## src/spsrv_pkg.sv

```systemverilog
// Shared types and constants for the steering position servo.
package spsrv_pkg;

  localparam int NUM_W      = 20;  // divider dividend / quotient width
  localparam int DEN_W      = 12;  // divider divisor width
  localparam int ADC_W      = 12;
  localparam int CFG_IDX_W  = 3;
  localparam int CFG_DATA_W = 16;
  localparam int PCT_W      = 7;
  localparam int DUTY_W     = 8;

  // configuration register indexes
  localparam logic [CFG_IDX_W-1:0] CFG_CAL_LEFT   = 3'd0;
  localparam logic [CFG_IDX_W-1:0] CFG_CAL_RIGHT  = 3'd1;
  localparam logic [CFG_IDX_W-1:0] CFG_WDOG_LIMIT = 3'd2;
  localparam logic [CFG_IDX_W-1:0] CFG_TOL_PCT    = 3'd3;
  localparam logic [CFG_IDX_W-1:0] CFG_TOL_FLOOR  = 3'd4;
  localparam logic [CFG_IDX_W-1:0] CFG_DUTY_LOW   = 3'd5;
  localparam logic [CFG_IDX_W-1:0] CFG_DUTY_HIGH  = 3'd6;

  // request kinds
  localparam logic [1:0] REQ_SAMPLE    = 2'd0;
  localparam logic [1:0] REQ_COMMAND   = 2'd1;
  localparam logic [1:0] REQ_EMERGENCY = 2'd2;
  localparam logic [1:0] REQ_TICK      = 2'd3;

  // drive directions
  localparam logic [1:0] DIR_STOP    = 2'd0;
  localparam logic [1:0] DIR_FORWARD = 2'd1;
  localparam logic [1:0] DIR_REVERSE = 2'd2;

  localparam logic [DEN_W-1:0]  PCT_SCALE  = 12'd100;
  localparam logic [PCT_W-1:0]  PCT_MAX    = 7'd100;
  localparam logic [15:0]       SILENCE_MAX = 16'hFFFF;

  typedef struct packed {
    logic             start;
    logic [NUM_W-1:0] num;
    logic [DEN_W-1:0] den;
  } div_req_t;

  typedef struct packed {
    logic             done;
    logic [NUM_W-1:0] quot;
  } div_rsp_t;

endpackage

```

## src/spsrv_div.sv

```systemverilog
// Restoring serial divider, one quotient bit per cycle.
module spsrv_div (
  input  logic                clk,
  input  logic                rst_n,
  input  spsrv_pkg::div_req_t req,
  output spsrv_pkg::div_rsp_t rsp
);
  import spsrv_pkg::*;

  localparam int CNT_W = $clog2(NUM_W + 1);

  logic             busy_r, busy_nxt;
  logic             done_r, done_nxt;
  logic [CNT_W-1:0] cnt_r, cnt_nxt;
  logic [DEN_W:0]   rem_r, rem_nxt;
  logic [NUM_W-1:0] quo_r, quo_nxt;
  logic [DEN_W-1:0] den_r, den_nxt;
  logic [DEN_W:0]   rem_sh;
  logic             ge;

  assign rem_sh = {rem_r[DEN_W-1:0], quo_r[NUM_W-1]};
  assign ge     = rem_sh >= {1'b0, den_r};

  always_comb begin
    busy_nxt = busy_r;
    done_nxt = 1'b0;
    cnt_nxt  = cnt_r;
    rem_nxt  = rem_r;
    quo_nxt  = quo_r;
    den_nxt  = den_r;
    if (req.start) begin
      busy_nxt = 1'b1;
      cnt_nxt  = '0;
      rem_nxt  = '0;
      quo_nxt  = req.num;
      den_nxt  = req.den;
    end else if (busy_r) begin
      rem_nxt = ge ? (rem_sh - {1'b0, den_r}) : rem_sh;
      quo_nxt = {quo_r[NUM_W-2:0], ge};
      cnt_nxt = cnt_r + 1'b1;
      if (cnt_r == CNT_W'(NUM_W - 1)) begin
        busy_nxt = 1'b0;
        done_nxt = 1'b1;
      end
    end
  end

  always_ff @(posedge clk) begin
    if (!rst_n) begin
      busy_r <= 1'b0;
      done_r <= 1'b0;
    end else begin
      busy_r <= busy_nxt;
      done_r <= done_nxt;
    end
  end

  always_ff @(posedge clk) begin
    cnt_r <= cnt_nxt;
    rem_r <= rem_nxt;
    quo_r <= quo_nxt;
    den_r <= den_nxt;
  end

  assign rsp.done = done_r;
  assign rsp.quot = quo_r;

endmodule

```

## src/steering_position_servo.sv

```systemverilog
// Steering position servo: filter, deadband and proportional drive, commands, watchdog.
//
//  channel  direction  handshake            payload
//  in_      input      in_valid / in_stall  req_type, adc_sample, payload_byte, has_payload
//  out_     output     out_valid/out_stall  drive_*, feedback_valid, position_pct, span_fault
//  cfg_     input      cfg_valid/cfg_ready  cfg_index, cfg_data
//
// One transaction at a time; in_stall is high from acceptance until the result
// is handed to the output register. All divisions go through one serial divider.
// A control sample takes up to three divisions, a command up to two, an emergency
// frame up to one, and a tick or a blocked sample none.
// Reset is synchronous; cfg_ready is always high. A result waiting on out_stall
// holds the sequencer in its output state, the window memory needs no clearing.
module steering_position_servo #(
  parameter int WINDOW_TAPS = 12
) (
  input  logic                               clk,
  input  logic                               rst_n,
  input  logic                               in_valid,
  output logic                               in_stall,
  input  logic [1:0]                         in_req_type,
  input  logic [spsrv_pkg::ADC_W-1:0]        in_adc_sample,
  input  logic [7:0]                         in_payload_byte,
  input  logic                               in_has_payload,
  output logic                               out_valid,
  input  logic                               out_stall,
  output logic                               out_drive_valid,
  output logic [1:0]                         out_drive_dir,
  output logic [spsrv_pkg::DUTY_W-1:0]       out_drive_duty,
  output logic                               out_feedback_valid,
  output logic [spsrv_pkg::PCT_W-1:0]        out_position_pct,
  output logic                               out_span_fault,
  input  logic                               cfg_valid,
  output logic                               cfg_ready,
  input  logic [spsrv_pkg::CFG_IDX_W-1:0]    cfg_index,
  input  logic [spsrv_pkg::CFG_DATA_W-1:0]   cfg_data
);
  import spsrv_pkg::*;

  localparam int SLOT_W = (WINDOW_TAPS > 1) ? $clog2(WINDOW_TAPS) : 1;
  localparam int SUM_W  = $clog2(WINDOW_TAPS * 4095 + 1);

  typedef enum logic [8:0] {
    S_IDLE = 9'b000000001,
    S_RD   = 9'b000000010,
    S_SUM  = 9'b000000100,
    S_FDIV = 9'b000001000,
    S_TOL  = 9'b000010000,
    S_DUTY = 9'b000100000,
    S_TGT  = 9'b001000000,
    S_FB   = 9'b010000000,
    S_OUT  = 9'b100000000
  } state_t;

  state_t state_r, state_nxt;

  // configuration
  logic [ADC_W-1:0]  cal_left_r,   cal_left_nxt;
  logic [ADC_W-1:0]  cal_right_r,  cal_right_nxt;
  logic [15:0]       wdog_limit_r, wdog_limit_nxt;
  logic [PCT_W-1:0]  tol_pct_r,    tol_pct_nxt;
  logic [ADC_W-1:0]  tol_floor_r,  tol_floor_nxt;
  logic [DUTY_W-1:0] duty_low_r,   duty_low_nxt;
  logic [DUTY_W-1:0] duty_high_r,  duty_high_nxt;

  // servo state
  logic [SUM_W-1:0]  sum_r, sum_nxt;
  logic [SLOT_W-1:0] slot_r, slot_nxt;
  logic              full_r, full_nxt;
  logic [ADC_W-1:0]  filtered_r, filtered_nxt;
  logic [ADC_W-1:0]  target_r, target_nxt;
  logic              tvalid_r, tvalid_nxt;
  logic              emerg_r, emerg_nxt;
  logic              offline_r, offline_nxt;
  logic [15:0]       silence_r, silence_nxt;

  // per-transaction working registers
  logic [ADC_W-1:0]  adc_r, adc_nxt;
  logic [ADC_W-1:0]  mag_r, mag_nxt;
  logic              err_neg_r, err_neg_nxt;

  // pending result
  logic              res_dv_r, res_dv_nxt;
  logic [1:0]        res_dir_r, res_dir_nxt;
  logic [DUTY_W-1:0] res_duty_r, res_duty_nxt;
  logic              res_fv_r, res_fv_nxt;
  logic [PCT_W-1:0]  res_pos_r, res_pos_nxt;
  logic              res_fault_r, res_fault_nxt;

  // output register
  logic              ov_r, ov_nxt;
  logic              o_dv_r, o_dv_nxt;
  logic [1:0]        o_dir_r, o_dir_nxt;
  logic [DUTY_W-1:0] o_duty_r, o_duty_nxt;
  logic              o_fv_r, o_fv_nxt;
  logic [PCT_W-1:0]  o_pos_r, o_pos_nxt;
  logic              o_fault_r, o_fault_nxt;

  // moving-average window, registered read
  logic [ADC_W-1:0]  win_mem [WINDOW_TAPS];
  logic [ADC_W-1:0]  win_rd_r;
  logic              win_we;

  div_req_t div_req;
  div_rsp_t div_rsp;

  spsrv_div u_div (
    .clk   (clk),
    .rst_n (rst_n),
    .req   (div_req),
    .rsp   (div_rsp)
  );

  // combinational helpers
  logic              in_acc;
  logic [ADC_W-1:0]  span;
  logic              right_ge;
  logic [ADC_W-1:0]  cal_lo, cal_hi, fb_clamp, fb_dist;
  logic [SUM_W-1:0]  sum_upd;
  logic [ADC_W-1:0]  q12;
  logic [NUM_W-1:0]  tol_eff;
  logic              duty_down;
  logic [DUTY_W-1:0] duty_diff;
  logic [NUM_W:0]    duty_up_sum;
  logic [PCT_W-1:0]  cmd_pct;
  logic [15:0]       silence_inc;

  assign in_acc    = in_valid && !in_stall;
  assign in_stall  = (state_r != S_IDLE);
  assign cfg_ready = 1'b1;

  assign right_ge  = cal_right_r >= cal_left_r;
  assign span      = right_ge ? (cal_right_r - cal_left_r) : (cal_left_r - cal_right_r);
  assign cal_lo    = right_ge ? cal_left_r : cal_right_r;
  assign cal_hi    = right_ge ? cal_right_r : cal_left_r;
  assign fb_clamp  = (filtered_r < cal_lo) ? cal_lo :
                     ((filtered_r > cal_hi) ? cal_hi : filtered_r);
  assign fb_dist   = right_ge ? (fb_clamp - cal_left_r) : (cal_left_r - fb_clamp);

  assign sum_upd   = sum_r - (full_r ? SUM_W'(win_rd_r) : '0) + SUM_W'(adc_r);
  assign q12       = div_rsp.quot[ADC_W-1:0];
  assign tol_eff   = (div_rsp.quot < NUM_W'(tol_floor_r)) ? NUM_W'(tol_floor_r) : div_rsp.quot;

  assign duty_down   = duty_high_r < duty_low_r;
  assign duty_diff   = duty_down ? (duty_low_r - duty_high_r) : (duty_high_r - duty_low_r);
  assign duty_up_sum = {1'b0, div_rsp.quot} + (NUM_W + 1)'(duty_low_r);

  assign cmd_pct     = (in_payload_byte > 8'(PCT_MAX)) ? PCT_MAX : in_payload_byte[PCT_W-1:0];
  assign silence_inc = (silence_r == SILENCE_MAX) ? silence_r : silence_r + 16'd1;

  always_comb begin
    state_nxt      = state_r;
    cal_left_nxt   = cal_left_r;
    cal_right_nxt  = cal_right_r;
    wdog_limit_nxt = wdog_limit_r;
    tol_pct_nxt    = tol_pct_r;
    tol_floor_nxt  = tol_floor_r;
    duty_low_nxt   = duty_low_r;
    duty_high_nxt  = duty_high_r;
    sum_nxt        = sum_r;
    slot_nxt       = slot_r;
    full_nxt       = full_r;
    filtered_nxt   = filtered_r;
    target_nxt     = target_r;
    tvalid_nxt     = tvalid_r;
    emerg_nxt      = emerg_r;
    offline_nxt    = offline_r;
    silence_nxt    = silence_r;
    adc_nxt        = adc_r;
    mag_nxt        = mag_r;
    err_neg_nxt    = err_neg_r;
    res_dv_nxt     = res_dv_r;
    res_dir_nxt    = res_dir_r;
    res_duty_nxt   = res_duty_r;
    res_fv_nxt     = res_fv_r;
    res_pos_nxt    = res_pos_r;
    res_fault_nxt  = res_fault_r;
    ov_nxt         = ov_r && out_stall;
    o_dv_nxt       = o_dv_r;
    o_dir_nxt      = o_dir_r;
    o_duty_nxt     = o_duty_r;
    o_fv_nxt       = o_fv_r;
    o_pos_nxt      = o_pos_r;
    o_fault_nxt    = o_fault_r;
    win_we         = 1'b0;
    div_req.start  = 1'b0;
    div_req.num    = '0;
    div_req.den    = '0;

    if (cfg_valid) begin
      case (cfg_index)
        CFG_CAL_LEFT:   cal_left_nxt   = cfg_data[ADC_W-1:0];
        CFG_CAL_RIGHT:  cal_right_nxt  = cfg_data[ADC_W-1:0];
        CFG_WDOG_LIMIT: wdog_limit_nxt = cfg_data;
        CFG_TOL_PCT:    tol_pct_nxt    = cfg_data[PCT_W-1:0];
        CFG_TOL_FLOOR:  tol_floor_nxt  = cfg_data[ADC_W-1:0];
        CFG_DUTY_LOW:   duty_low_nxt   = cfg_data[DUTY_W-1:0];
        CFG_DUTY_HIGH:  duty_high_nxt  = cfg_data[DUTY_W-1:0];
        default: ;
      endcase
    end

    case (state_r)
      S_IDLE: begin
        if (in_acc) begin
          res_dv_nxt    = 1'b0;
          res_dir_nxt   = DIR_STOP;
          res_duty_nxt  = '0;
          res_fv_nxt    = 1'b0;
          res_pos_nxt   = '0;
          res_fault_nxt = 1'b0;
          adc_nxt       = in_adc_sample;
          case (in_req_type)
            REQ_SAMPLE: begin
              res_dv_nxt = 1'b1;
              // blocked step: plain stop, sample not filtered
              state_nxt  = (offline_r || emerg_r) ? S_OUT : S_RD;
            end
            REQ_COMMAND: begin
              silence_nxt = '0;
              offline_nxt = 1'b0;
              if (!emerg_r && in_has_payload) begin
                div_req.start = 1'b1;
                div_req.num   = NUM_W'(cmd_pct) * NUM_W'(span);
                div_req.den   = PCT_SCALE;
                state_nxt     = S_TGT;
              end
            end
            REQ_EMERGENCY: begin
              silence_nxt = '0;
              offline_nxt = 1'b0;
              if (in_has_payload) begin
                emerg_nxt  = (in_payload_byte == 8'd1);
                res_dv_nxt = (in_payload_byte == 8'd1);
                res_fv_nxt = 1'b1;
                if (span == '0) begin
                  res_fault_nxt = 1'b1;
                  state_nxt     = S_OUT;
                end else begin
                  div_req.start = 1'b1;
                  div_req.num   = NUM_W'(fb_dist) * NUM_W'(PCT_SCALE);
                  div_req.den   = span;
                  state_nxt     = S_FB;
                end
              end
            end
            default: begin  // millisecond tick
              silence_nxt = silence_inc;
              if (!offline_r && (silence_inc > wdog_limit_r)) begin
                offline_nxt = 1'b1;
                res_dv_nxt  = 1'b1;
                state_nxt   = S_OUT;
              end
            end
          endcase
        end
      end
      S_RD: state_nxt = S_SUM;  // window entry read in flight
      S_SUM: begin
        win_we  = 1'b1;
        sum_nxt = sum_upd;
        if (slot_r == SLOT_W'(WINDOW_TAPS - 1)) begin
          slot_nxt = '0;
          full_nxt = 1'b1;
        end else begin
          slot_nxt = slot_r + 1'b1;
        end
        // divisor is the sample count until the window fills, then the tap count
        div_req.start = 1'b1;
        div_req.num   = NUM_W'(sum_upd);
        div_req.den   = full_r ? DEN_W'(WINDOW_TAPS) : (DEN_W'(slot_r) + 1'b1);
        state_nxt     = S_FDIV;
      end
      S_FDIV: begin
        if (div_rsp.done) begin
          filtered_nxt = q12;
          err_neg_nxt  = target_r < q12;
          mag_nxt      = (target_r < q12) ? (q12 - target_r) : (target_r - q12);
          if (!tvalid_r) begin
            state_nxt = S_OUT;
          end else begin
            div_req.start = 1'b1;
            div_req.num   = NUM_W'(span) * NUM_W'(tol_pct_r);
            div_req.den   = PCT_SCALE;
            state_nxt     = S_TOL;
          end
        end
      end
      S_TOL: begin
        if (div_rsp.done) begin
          if (NUM_W'(mag_r) <= tol_eff) begin
            state_nxt = S_OUT;
          end else begin
            res_dir_nxt = err_neg_r ? DIR_REVERSE : DIR_FORWARD;
            if (span == '0) begin
              res_duty_nxt = duty_high_r;
              state_nxt    = S_OUT;
            end else begin
              div_req.start = 1'b1;
              div_req.num   = NUM_W'(mag_r) * NUM_W'(duty_diff);
              div_req.den   = span;
              state_nxt     = S_DUTY;
            end
          end
        end
      end
      S_DUTY: begin
        if (div_rsp.done) begin
          if (duty_down) begin
            res_duty_nxt = (div_rsp.quot > NUM_W'(duty_low_r)) ? '0 :
                           (duty_low_r - div_rsp.quot[DUTY_W-1:0]);
          end else begin
            res_duty_nxt = (duty_up_sum > (NUM_W + 1)'(255)) ? 8'hFF :
                           duty_up_sum[DUTY_W-1:0];
          end
          state_nxt = S_OUT;
        end
      end
      S_TGT: begin
        if (div_rsp.done) begin
          target_nxt = right_ge ? (cal_left_r + q12) : (cal_left_r - q12);
          tvalid_nxt = 1'b1;
          res_fv_nxt = 1'b1;
          if (span == '0) begin
            res_fault_nxt = 1'b1;
            state_nxt     = S_OUT;
          end else begin
            div_req.start = 1'b1;
            div_req.num   = NUM_W'(fb_dist) * NUM_W'(PCT_SCALE);
            div_req.den   = span;
            state_nxt     = S_FB;
          end
        end
      end
      S_FB: begin
        if (div_rsp.done) begin
          res_pos_nxt = div_rsp.quot[PCT_W-1:0];
          state_nxt   = S_OUT;
        end
      end
      S_OUT: begin
        if (!ov_r || !out_stall) begin
          ov_nxt      = 1'b1;
          o_dv_nxt    = res_dv_r;
          o_dir_nxt   = res_dir_r;
          o_duty_nxt  = res_duty_r;
          o_fv_nxt    = res_fv_r;
          o_pos_nxt   = res_pos_r;
          o_fault_nxt = res_fault_r;
          state_nxt   = S_IDLE;
        end
      end
      default: state_nxt = S_IDLE;
    endcase
  end

  always_ff @(posedge clk) begin
    if (!rst_n) begin
      state_r      <= S_IDLE;
      cal_left_r   <= 12'd1242;
      cal_right_r  <= 12'd2865;
      wdog_limit_r <= 16'd500;
      tol_pct_r    <= 7'd4;
      tol_floor_r  <= 12'd25;
      duty_low_r   <= 8'd135;
      duty_high_r  <= 8'd195;
      sum_r        <= '0;
      slot_r       <= '0;
      full_r       <= 1'b0;
      filtered_r   <= '0;
      target_r     <= '0;
      tvalid_r     <= 1'b0;
      emerg_r      <= 1'b0;
      offline_r    <= 1'b1;
      silence_r    <= '0;
      ov_r         <= 1'b0;
    end else begin
      state_r      <= state_nxt;
      cal_left_r   <= cal_left_nxt;
      cal_right_r  <= cal_right_nxt;
      wdog_limit_r <= wdog_limit_nxt;
      tol_pct_r    <= tol_pct_nxt;
      tol_floor_r  <= tol_floor_nxt;
      duty_low_r   <= duty_low_nxt;
      duty_high_r  <= duty_high_nxt;
      sum_r        <= sum_nxt;
      slot_r       <= slot_nxt;
      full_r       <= full_nxt;
      filtered_r   <= filtered_nxt;
      target_r     <= target_nxt;
      tvalid_r     <= tvalid_nxt;
      emerg_r      <= emerg_nxt;
      offline_r    <= offline_nxt;
      silence_r    <= silence_nxt;
      ov_r         <= ov_nxt;
    end
  end

  always_ff @(posedge clk) begin
    adc_r       <= adc_nxt;
    mag_r       <= mag_nxt;
    err_neg_r   <= err_neg_nxt;
    res_dv_r    <= res_dv_nxt;
    res_dir_r   <= res_dir_nxt;
    res_duty_r  <= res_duty_nxt;
    res_fv_r    <= res_fv_nxt;
    res_pos_r   <= res_pos_nxt;
    res_fault_r <= res_fault_nxt;
    o_dv_r      <= o_dv_nxt;
    o_dir_r     <= o_dir_nxt;
    o_duty_r    <= o_duty_nxt;
    o_fv_r      <= o_fv_nxt;
    o_pos_r     <= o_pos_nxt;
    o_fault_r   <= o_fault_nxt;
  end

  // before the window fills, the slot being written was never written, and the
  // subtracted value is forced to zero above, so no clearing is needed
  always_ff @(posedge clk) begin
    if (win_we) begin
      win_mem[slot_r] <= adc_r;
    end
    win_rd_r <= win_mem[slot_r];
  end

  assign out_valid          = ov_r;
  assign out_drive_valid    = o_dv_r;
  assign out_drive_dir      = o_dir_r;
  assign out_drive_duty     = o_duty_r;
  assign out_feedback_valid = o_fv_r;
  assign out_position_pct   = o_pos_r;
  assign out_span_fault     = o_fault_r;

endmodule

```

## config.mk

```make
export PLATFORM = sky130hd
export DESIGN_NAME = steering_position_servo
export DESIGN_NICKNAME = d
export VERILOG_FILES = /design/src/spsrv_pkg.sv /design/src/spsrv_div.sv /design/src/steering_position_servo.sv
export SDC_FILE = /design/constraint.sdc
export NUM_CORES = 2
export LEC_CHECK = 0
export ABC_AREA = 1
export ABC_CLOCK_PERIOD_IN_PS = 11600
export BUFFER_PORTS_ARGS = -buffer_cell sky130_fd_sc_hd__buf_4
export CORE_UTILIZATION = 55
export CTS_BUF_LIST = sky130_fd_sc_hd__clkbuf_4 sky130_fd_sc_hd__clkbuf_8 sky130_fd_sc_hd__clkbuf_16
export CTS_CLUSTER_SIZE = 20
export DETAILED_ROUTE_END_ITERATION = 10
export GPL_TIMING_DRIVEN = 0
export PLACE_DENSITY = 0.71
export SLEW_MARGIN = 20
export SYNTH_ARGS = -nofsm -noshare
export SYNTH_HDL_FRONTEND = slang
export SYNTH_HIERARCHICAL = 1
export SYNTH_SLANG_ARGS = --single-unit
```

## constraint.sdc

```tcl
create_clock -name clk -period 11.6 [get_ports clk]
set_input_delay 1.16 -clock clk [delete_from_list [all_inputs] [get_ports clk]]
set_output_delay 1.16 -clock clk [all_outputs]
set_load 0.02 [all_outputs]
```

==> impl_metrics.csv <==
group,metric,value,unit
pwr,power.density,182,nW/um^2
global_routing,use_met1,0.463,
worst_setup_path,worstPathRequired,11970,ps
sta,hold_viol,0,
cts,cts_resized,0,
global_routing,grt_pass1_vias,29900,
sta,whs,412,ps
worst_setup_path,cp-start-kind,"flop",
sta,slew_violations,0,
sta,rsz0062_at_grt,"false",
global_routing,grt_use_total,0.332,
route,drt_first_pass_iters,6,
floorplanning,pin_count,70,
floorplanning,dieArea,65600,sq um
route,drt_iter0_drc,3068,
cts,clock-sinks,421,
cts,cts_made_buffers,48,
cells_and_area,nets,5246,
worst_setup_path,slowest_delay,730,ps
yosys,netlist_top_cells_area,"edfxtp_1 (20%), ha_1 (13%), fa_1 (11%)",
global_routing,global_route.overflow_total,0,
cts,cts_tree,"yes",
floorplanning,core,63400,sq um
floorplanning,num_rows,92,
yosys,synth-warning-count,6,
sta,setup_viol,0,
placed_design,gp_congestion,1.00,
sta,min_period_over_period,0.910,
route,vias_per_cell,5.72,
flow_run,maxCapViolations,0,
placed_design,io_buffers,68,
worst_setup_path,crit_arrival,10930,ps
route,drc,0,
cts,clk-insertion-delay-late,620,ps
worst_setup_path,critPathSlowestCell,"dfxtp_1",
cells_and_area,instances_no_fill,5523,
yosys,yosysTopAreaCell,"edfxtp_1",
yosys,synth-async-reset-ratio,0,
cts,holdBufCountCts,0,
global_routing,met3_usage,0.0492,
yosys,ys_types,67,
route,via_count,31600,
yosys,yosys_register_bits,421,
sta,period_minus_slack,10560,ps
route,wl,109000,um
global_routing,grt_max_degree,23,
status,outcome,"completed",
cells_and_area,drive_gt1_frac,0.0644,
sta,finClkSkew,32.6,ps
yosys,synthCells,4512,
yosys,ys.flop_type,"edfxtp_1",
sta,max_freq,94.7,MHz
cells_and_area,final_common_cell,"nand2_1",
cells_and_area,area_delta_synth_final,9.86,%
floorplanning,initial_core_util,0.560,
cells_and_area,n_antenna_cell,0,
floorplanning,dieWidth,256,um
placed_design,hpwl,85900,um
cts,cts_buffer_depth,3,
global_routing,grt_pass1_wl,169000,um
yosys,yosysSeqAreaShare,0.305,
worst_setup_path,rrSetupSlack,1040,ps
sta,tightest_slew,1130,ps
sta,fin_setup_tns,0,ps
route,antenna_left,0,
yosys,synth.avg_cell_area,7.87,sq um
pwr,p_leak,18.4,nW
yosys,syn-num-nets,5120,
global_routing,met2_usage,0.526,
worst_setup_path,path_max_fanout,10,
cells_and_area,final_cell_mix,"nand2_1 (967), inv_1 (730), ha_1 (372)",
worst_setup_path,crit_path_end_kind,"flop",
worst_setup_path,path_common_cell,"nand2_1",
floorplanning,die_y,256,um
sta,slew_headroom,0.249,
worst_setup_path,critical_path_class,"flop to flop",
min_path,hold_class,"flop to flop",
global_routing,antenna_found_initial,4,
cts,post_cts_buffers,0,
yosys,synth_top_cell_area_share,0.204,
route,wl_per_cell,19.8,um
yosys,synth_edf_count,241,
placed_design,dp.cells,5434,
global_routing,grt_busiest_layer,"met2",
yosys,synth_area,35500,sq um
pwr,vdd_drop_max,141,uV
cts,htreeDepth,2,
cts,root_buffer,"clkbuf_16",
cts,clk_pin_slew,70,ps
sequential cells by signal, summed over array words and instances (netlist names), 7 cells and up:
signal,count
adc_r,12
out_drive_duty,8
duty_high_r,8
cal_right_r,12
filtered_r,12
cal_left_r,12
silence_r,16
state_r,9
target_r,12
u_div/den_r,12
sum_r,16
res_pos_r,7
u_div/rem_r,12
res_duty_r,8
mag_r,12
win_mem,144
wdog_limit_r,16
tol_floor_r,12
u_div/quo_r,20
win_rd_r,12
out_position_pct,7
tol_pct_r,7
duty_low_r,8
synthesized netlist by cell type (all sizes together) (25+ instances only):
cell type and count:
ha 372, nand3 158, xnor2 25, o21ai 327
fa 189, a21oi 335, clkbuf 100, buf 33
xor2 91, nand4 55, dfxtp 180, o211ai 45
nor2 379, nor3 47, o22ai 40, nand2 979
edfxtp 241, inv 749
power breakdown:
| group | internal [mW] | switching, mW |
|---|---|---|
| logic | 1.33 | 2.29 |
| registers | 1.73 | 0.108 |
| clock network | 0.968 | 0.695 |
layout make-up:
cell class,instances,area (sq um)
clock buffer,67,1460
sequential,421,10800
clock inverter,22,307
multi-input combinational,3199,21300
fill,5659,24400
buffer,133,612
tap,846,1060
inverter,759,2850
timing repair buffer,76,593
cell families (layout without fill, tap and decap cells):
group           after synthesis  after routing  synth area share
compound gates              855            855             0.135
xor+xnor                    116            116            0.0286
fa+ha+maj                   561            561             0.238
buf+inv                     892           1057            0.0974
flops                       421            421             0.305
mux                           4              4           0.00113
other cells                   1              1          0.000106
simple gates               1662           1662             0.195
per-layer routing:
metal	routed length (um)	share of wire
met1	47200	0.43
met2	49000	0.45
met3	9280	0.085
met4	3660	0.033
met5	13	0.00012
worst max-delay path, delay by kind of cell, from the launching register on:
kind / cells / cell delay [ps]
flops: 1 / 730
compound gates: 13 / 2980
xor+xnor: 1 / 330
fa+ha+maj: 7 / 2890
buf+inv: 10 / 1720
simple gates: 15 / 1650
through the flow:
step / setup slack (ps) / cell area (sq um) / total power [mW] / util
after global routing: 323 / 39000 / 7.67 / 0.615
after detailed placement: 1330 / 37200 / 5.41 / 0.587
after global placement: 1360 / 37100 / 5.36 / 0.585
after CTS: 1290 / 39000 / 7.09 / 0.615
final: 1040 / 39000 / 7.12 / 0.615
after floorplan: 3370 / 35500 / 4.49 / -
path summary, 6_finish.rpt:
check,startpoint,to,cells past startpoint
setup / recovery,cal_left_r[1],u_div/quo_r[18],46
hold / removal,res_dir_r[1],out_drive_dir[1],0
setup reg to reg,cal_left_r[1],u_div/quo_r[18],46
hold reg to reg,res_dir_r[1],out_drive_dir[1],0
No activity file was read; power rests on OpenSTA's default activity.
